[src/hw/rtl/ppu_pkg.sv]
// Shared types, format codes and component scaling functions for the packed pixel unpacker.
package ppu_pkg;

	localparam int unsigned FMT_W  = 4;
	localparam int unsigned WORD_W = 32;
	localparam int unsigned CH_W   = 8;

	localparam logic [2:0] MAX3  = 3'd7;
	localparam logic [4:0] MAX5  = 5'd31;
	localparam logic [9:0] MAX10 = 10'd1023;

	typedef enum logic [FMT_W-1:0] {
		FMT_332          = 4'd0,
		FMT_233_REV      = 4'd1,
		FMT_565          = 4'd2,
		FMT_565_REV      = 4'd3,
		FMT_4444         = 4'd4,
		FMT_4444_REV     = 4'd5,
		FMT_5551         = 4'd6,
		FMT_1555_REV     = 4'd7,
		FMT_8888         = 4'd8,
		FMT_8888_REV     = 4'd9,
		FMT_10_10_10_2   = 4'd10,
		FMT_2_10_10_10_R = 4'd11
	} fmt_t;

	typedef struct packed {
		logic [CH_W-1:0] r;
		logic [CH_W-1:0] g;
		logic [CH_W-1:0] b;
		logic [CH_W-1:0] a;
	} rgba_t;

	// floor(c*255/max) for each component width
	function automatic logic [7:0] exp1(input logic c);
		return {8{c}};
	endfunction

	function automatic logic [7:0] exp2(input logic [1:0] c);
		return {4{c}};
	endfunction

	function automatic logic [7:0] exp4(input logic [3:0] c);
		return {2{c}};
	endfunction

	// 36c + floor(3c/7)
	function automatic logic [7:0] exp3(input logic [2:0] c);
		logic [4:0] y;
		logic [3:0] r;
		logic [7:0] base;
		y    = {1'b0, c, 1'b0} + {2'b00, c};
		r    = {1'b0, y[2:0]} + {2'b00, y[4:3]};
		base = {c, 5'b0} + {3'b000, c, 2'b00};
		return base + {6'b0, y[4:3]} + {7'b0, (r >= {1'b0, MAX3})};
	endfunction

	// 8c + floor(7c/31)
	function automatic logic [7:0] exp5(input logic [4:0] c);
		logic [7:0] y;
		logic [5:0] r;
		y = {c, 3'b000} - {3'b000, c};
		r = {1'b0, y[4:0]} + {3'b000, y[7:5]};
		return {c, 3'b000} + {5'b0, y[7:5]} + {7'b0, (r >= {1'b0, MAX5})};
	endfunction

	// 4c + floor(c/21)
	function automatic logic [7:0] exp6(input logic [5:0] c);
		logic [1:0] q;
		if (c >= 6'd63)
			q = 2'd3;
		else if (c >= 6'd42)
			q = 2'd2;
		else if (c >= 6'd21)
			q = 2'd1;
		else
			q = 2'd0;
		return {c, 2'b00} + {6'b0, q};
	endfunction

	// floor(x/1023) with x = 255c: x>>10 plus one correction step
	function automatic logic [7:0] exp10(input logic [9:0] c);
		logic [17:0] x;
		logic [7:0]  q0;
		logic [10:0] r;
		x  = {c, 8'b0} - {8'b0, c};
		q0 = x[17:10];
		r  = {1'b0, x[9:0]} + {3'b000, q0};
		return q0 + {7'b0, (r >= {1'b0, MAX10})};
	endfunction

endpackage

[src/hw/rtl/packed_pixel_unpack_rgba8_unit.sv]
// Top level of the packed pixel unpacker: format register, input and result registers.
//
// Usage:
//   Input channel: in_valid / in_stall / packed_word. A request is taken at a
//   rising edge with in_valid high and in_stall low.
//   Output channel: out_valid / out_stall / red_out, green_out, blue_out,
//   alpha_out. One result request per input request, in order.
//   Format register: cfg_wr_en / cfg_wr_data, written at a rising edge with
//   cfg_wr_en high; change it only while no request is in flight.
//   Path: input register, then unpack and scale logic into the result
//   register. Throughput: 1 request per cycle while out_stall is low;
//   the two registers advance together whenever the result register is
//   empty or being taken.
//   Stall: when out_stall holds a valid result, the input register holds too
//   and in_stall rises once it is occupied; nothing is dropped.
//   Reset: arst_n clears both valid flags and the format register (3_3_2);
//   in_stall is low and out_valid low right after reset.
module packed_pixel_unpack_rgba8_unit
	import ppu_pkg::*;
(
	input  logic              clk,
	input  logic              arst_n,
	input  logic              cfg_wr_en,
	input  logic [FMT_W-1:0]  cfg_wr_data,
	input  logic              in_valid,
	output logic              in_stall,
	input  logic [WORD_W-1:0] packed_word,
	output logic              out_valid,
	input  logic              out_stall,
	output logic [CH_W-1:0]   red_out,
	output logic [CH_W-1:0]   green_out,
	output logic [CH_W-1:0]   blue_out,
	output logic [CH_W-1:0]   alpha_out
);

	logic [FMT_W-1:0]  fmt_q;
	logic              vld_s1;
	logic [WORD_W-1:0] word_s1;
	logic              vld_s2;
	rgba_t             pix_s2;
	rgba_t             pix_d;
	logic              adv;
	logic              take;

	assign adv      = !vld_s2 || !out_stall;
	assign in_stall = vld_s1 && !adv;
	assign take     = in_valid && !in_stall;

	always_ff @(posedge clk or negedge arst_n) begin
		if (!arst_n) begin
			fmt_q <= FMT_332;
		end else if (cfg_wr_en) begin
			fmt_q <= cfg_wr_data;
		end
	end

	always_ff @(posedge clk or negedge arst_n) begin
		if (!arst_n) begin
			vld_s1 <= 1'b0;
			vld_s2 <= 1'b0;
		end else begin
			if (!in_stall)
				vld_s1 <= take;
			if (adv)
				vld_s2 <= vld_s1;
		end
	end

	always_ff @(posedge clk) begin
		if (take)
			word_s1 <= packed_word;
		if (adv && vld_s1)
			pix_s2 <= pix_d;
	end

	ppu_unpack u_unpack (
		.fmt  (fmt_q),
		.word (word_s1),
		.pix  (pix_d)
	);

	assign out_valid = vld_s2;
	assign red_out   = pix_s2.r;
	assign green_out = pix_s2.g;
	assign blue_out  = pix_s2.b;
	assign alpha_out = pix_s2.a;

endmodule

[src/hw/rtl/ppu_unpack.sv]
// Field extraction and 8-bit scaling of one packed pixel for the selected format.
module ppu_unpack
	import ppu_pkg::*;
(
	input  logic [FMT_W-1:0]  fmt,
	input  logic [WORD_W-1:0] word,
	output rgba_t             pix
);

	always_comb begin
		pix = '0;
		unique case (fmt)
			FMT_332: begin
				pix.r = exp3(word[7:5]);
				pix.g = exp3(word[4:2]);
				pix.b = exp2(word[1:0]);
			end
			FMT_233_REV: begin
				pix.r = exp3(word[2:0]);
				pix.g = exp3(word[5:3]);
				pix.b = exp2(word[7:6]);
			end
			FMT_565: begin
				pix.r = exp5(word[15:11]);
				pix.g = exp6(word[10:5]);
				pix.b = exp5(word[4:0]);
			end
			FMT_565_REV: begin
				pix.r = exp5(word[4:0]);
				pix.g = exp6(word[10:5]);
				pix.b = exp5(word[15:11]);
			end
			FMT_4444: begin
				pix.r = exp4(word[15:12]);
				pix.g = exp4(word[11:8]);
				pix.b = exp4(word[7:4]);
				pix.a = exp4(word[3:0]);
			end
			FMT_4444_REV: begin
				pix.r = exp4(word[3:0]);
				pix.g = exp4(word[7:4]);
				pix.b = exp4(word[11:8]);
				pix.a = exp4(word[15:12]);
			end
			FMT_5551: begin
				pix.r = exp5(word[15:11]);
				pix.g = exp5(word[10:6]);
				pix.b = exp5(word[5:1]);
				pix.a = exp1(word[0]);
			end
			FMT_1555_REV: begin
				pix.r = exp5(word[4:0]);
				pix.g = exp5(word[9:5]);
				pix.b = exp5(word[14:10]);
				pix.a = exp1(word[15]);
			end
			FMT_8888: begin
				pix.r = word[31:24];
				pix.g = word[23:16];
				pix.b = word[15:8];
				pix.a = word[7:0];
			end
			FMT_8888_REV: begin
				pix.r = word[7:0];
				pix.g = word[15:8];
				pix.b = word[23:16];
				pix.a = word[31:24];
			end
			FMT_10_10_10_2: begin
				pix.r = exp10(word[31:22]);
				pix.g = exp10(word[21:12]);
				pix.b = exp10(word[11:2]);
				pix.a = exp2(word[1:0]);
			end
			FMT_2_10_10_10_R: begin
				pix.r = exp10(word[9:0]);
				pix.g = exp10(word[19:10]);
				pix.b = exp10(word[29:20]);
				pix.a = exp2(word[31:30]);
			end
			default: begin
				pix = '0;
			end
		endcase
	end

endmodule

[config.mk]
export PLATFORM = sky130hd
export DESIGN_NAME = packed_pixel_unpack_rgba8_unit
export DESIGN_NICKNAME = d
export VERILOG_FILES = /design/src/hw/rtl/ppu_pkg.sv /design/src/hw/rtl/packed_pixel_unpack_rgba8_unit.sv /design/src/hw/rtl/ppu_unpack.sv
export SDC_FILE = /design/constraint.sdc
export NUM_CORES = 1
export LEC_CHECK = 0
export BUFFER_PORTS_ARGS = -buffer_cell sky130_fd_sc_hd__buf_2
export CORE_UTILIZATION = 36
export DETAILED_ROUTE_END_ITERATION = 8
export PLACE_DENSITY = 0.62
export REMOVE_ABC_BUFFERS = 1
export SLEW_MARGIN = 15
export SYNTH_ARGS = -nofsm -noshare
export SYNTH_HDL_FRONTEND = slang
export SYNTH_SLANG_ARGS = --single-unit
[constraint.sdc]
create_clock -name clk -period 7.55 [get_ports clk]
set_input_delay 1.1325 -clock clk [delete_from_list [all_inputs] [get_ports clk]]
set_output_delay 1.1325 -clock clk [all_outputs]
set_load 0.01 [all_outputs]
==> key figures <==
Die
  • Ports: 75
  • Die height: 188 um
  • Core Box Area: 0.0338 mm^2
  • Die area: 0.0354 mm^2
  • Width of the chip: 188 um
  • Num rows: 67
  • Starting Density: 36.9%

Detailed routing
  • Initial DRC count: 1329
  • Final WL: 43.5 mm
  • ANT nets after route: 0
  • Drt drc: 0
  • Wire per inst: 22.2 um
  • Metal3 WL: 3.80 mm
  • Met1 Routed Length: 18.2 mm
  • Routed vias/inst: 6.23
  • Met2 wire length: 19.7 mm
  • Top Layer Used: met4
  • Vias: 12200
  • Pre-antenna DRT Iters: 6

Finish
  • Core Util, Final: 40.4%
  • Most common cell after layout, fill and taps aside: ha_1
  • Final Instance Area: 0.0137 mm^2
  • Share of cells above drive strength 1: 10.7%
  • Syn-to-layout area delta: 9.54%
  • Nets: 1727
  • Commonest non-fill, non-tap cells in the layout: ha_1 (163), xnor2_1 (151), nand2_1 (91)
  • Fillers: 3389
  • ANT cells: 0
  • Fin cells: 1956

Timing
  • Slew margin rel.: 24.9%
  • Hold_ws: 480 ps
  • Clock skew: 14.8 ps
  • Final Hold Vio Count: 0
  • Final-report setup violation count: 0
  • Min Tclk post-route: 6120 ps
  • Unrepaired setup endpoints after global routing: false
  • FMAX: 163 MHz
  • TNS Setup: 0 ps
  • Least-Margin Pin Slew: 1120 ps
  • Final Cycle Share: 81.1%
  • Slew Viols, Final: 0

Synthesis
  • Syn Inst Count: 1478
  • Main combinational cell family by area after synthesis: compound AO/OA/AOI/OAI gates
  • Synth Area in Adders: 20.0%
  • Post-synthesis register bit count: 70
  • Sequential fraction of the synthesis area: 16.6%
  • Mapped cell area: 0.0125 mm^2
  • Distinct cells, synth: 87
  • Predominant post-synthesis flop cell: edfxtp_1
  • EDFF count, synth: 64
  • Xor/xnor share of the synthesized area: 14.5%
  • Synth Area in Simple Gates: 19.0%
  • Mux cell area share after synthesis: 1.38%
  • Syn avg cell area: 8.43 um^2
  • Ys async rst share: 8.57%
  • Post-synthesis compound-gate area fraction: 23.8%
  • Synth Warn #: 0

Global routing
  • Overflow after GRT: 0
  • All-Layer GR Usage: 24.2%
  • Vias in the first global route: 11500
  • Largest net degree at the start of global routing: 33
  • Initial antenna violation count: 1
  • First-pass GRT wire length: 67.1 mm

Critical path
  • Setup crit start kind: flip-flop
  • Crit path required time: 7660 ps
  • Worst path slowest cell: edfxtp_1
  • Crit path largest cell delay: 920 ps
  • Critical path peak fanout: 23
  • Worst Setup End Kind: flip-flop
  • Critical-path cell list: inv_1, ha_1, and3b_1, and3_1, nor3_1, or2_1, ha_1, a211oi_1, o21bai_1, a21oi_1, xor2_1, nor4b_1, o211a_1, a41o_1, ha_1, a21boi_1, o2111ai_1, xor2_1, a22oi_1, o211ai_1
  • Setup CP Type: flip-flop to flip-flop
  • Worst EP arrival: 6230 ps
  • R2R setup slack: 1430 ps
  • Most frequent CP cell: ha_1

Power
  • Leak: 5.44 nW
  • Maximum VDD drop: 0.117 mV
  • PD cells: 157 mW/mm^2

Placed design
  • Post-DP HPWL: 33.6 mm
  • Final GP Congestion: 0.985
  • IO Port Bufs: 74
  • Post-placement cell count: 1940
  • Cell Area, Placed: 0.0133 mm^2

CTS
  • CTS buffer count: 9
  • CTS H-tree lvls: 3
  • Worst-path clk slew: 70 ps
  • Max clock buf depth: 2
  • Hold_buf cts: 0
  • Setup bufs post-CTS: 0
  • Clock sink count: 70
  • # resized after CTS: 0
  • Clk_lat worst skew: 370 ps
  • Clock root cell: clkbuf_16
  • CTS tree: yes

Run status
  • Status: complete, no violations

Flow run
  • MaxCap Viol Count: 0

Min path
  • Min-Delay Path Class: flip-flop to flip-flop
-- critical path: cells and delay by family, from the launching register on --
kind                     cells  cell delay (ps)
buffers and inverters        1              340
XOR/XNOR                     2              280
adder cells (fa/ha/maj)      3              900
AND/OR/NAND/NOR              5             1490
flip-flops                   1              920
AO/OA/AOI/OAI                9             1920
-- sequential cells by signal, indices dropped and copies added, names as in the netlist --
name and count:
alpha_out 8, red_out 8, blue_out 8, fmt_q 4
vld_s1 1, word_s1 32, green_out 8, out_valid 1
-- cells by family after synthesis --
kind of cell / count (synthesis)
AOI/OAI and AO/OA: 405
DFF: 70
buffers and inverters: 154
muxes: 16
adders and majority gates: 188
and+or+nand+nor: 439
xor gates and xnor gates: 206
-- synthesized netlist by cell type (12+ instances only) --
library cell	n	area (um^2)
a211oi_1	14	105
nor2b_1	17	106
o2111ai_1	16	140
a221o_1	20	200
xor2_1	55	482
nand3_1	64	320
xnor2_1	151	1320
o21ai_0	45	225
a221oi_1	19	166
inv_1	57	214
fa_1	20	400
a22oi_1	33	248
a21o_1	26	195
clkbuf_1	71	267
a31oi_1	17	106
nor3_1	35	175
nor2_1	65	244
nor3b_1	12	90.1
nand2_1	91	342
edfxtp_1	64	1920
a22o_1	12	105
a21oi_1	71	355
and3_1	23	144
o211ai_1	16	120
nand2b_1	14	87.6
ha_1	163	2040
nand4_1	36	225
-- layer usage --
metal	global-route usage, %	up-vias
met5	0	-
met4	9.88	0
met3	4.40	107
met2	38.9	657
met1	31.8	5760
li1	-	5662
-- per-stage QoR --
stage               power, mW  setup WS [ps]
floorplan                1.27           2070
global placement         1.58           1850
detailed placement       1.60           1640
CTS                      2.13           1610
global route             2.26           1100
finish                   2.14           1430
-- power by group --
group	switching, mW	internal (mW)
Sequential	0.0543	0.480
Clock	0.196	0.328
Combinational	0.648	0.435
-- worst paths after layout --
path                             start      endpoint  depth (start not counted)
setup / recovery           word_s1[13]  green_out[5]                         20
hold / removal                  vld_s1     out_valid                          1
setup reg to reg           word_s1[13]  green_out[5]                         20
hold reg to reg                 vld_s1     out_valid                          1
max in group asynchronous       arst_n        vld_s1                          1
min in group asynchronous       arst_n      fmt_q[3]                          1
-- final cells by class --
cell class	instances	area (um^2)	share of cell area, %
clock buffers	9	225	1.65
clock inverters	7	128	0.935
inverters	68	255	1.87
multi-input cells	1254	9850	72.1
flip-flops and latches	70	2070	15.2
well taps	448	561	4.11
repair buffers	100	566	4.14
(Power assumes the default switching activity.)
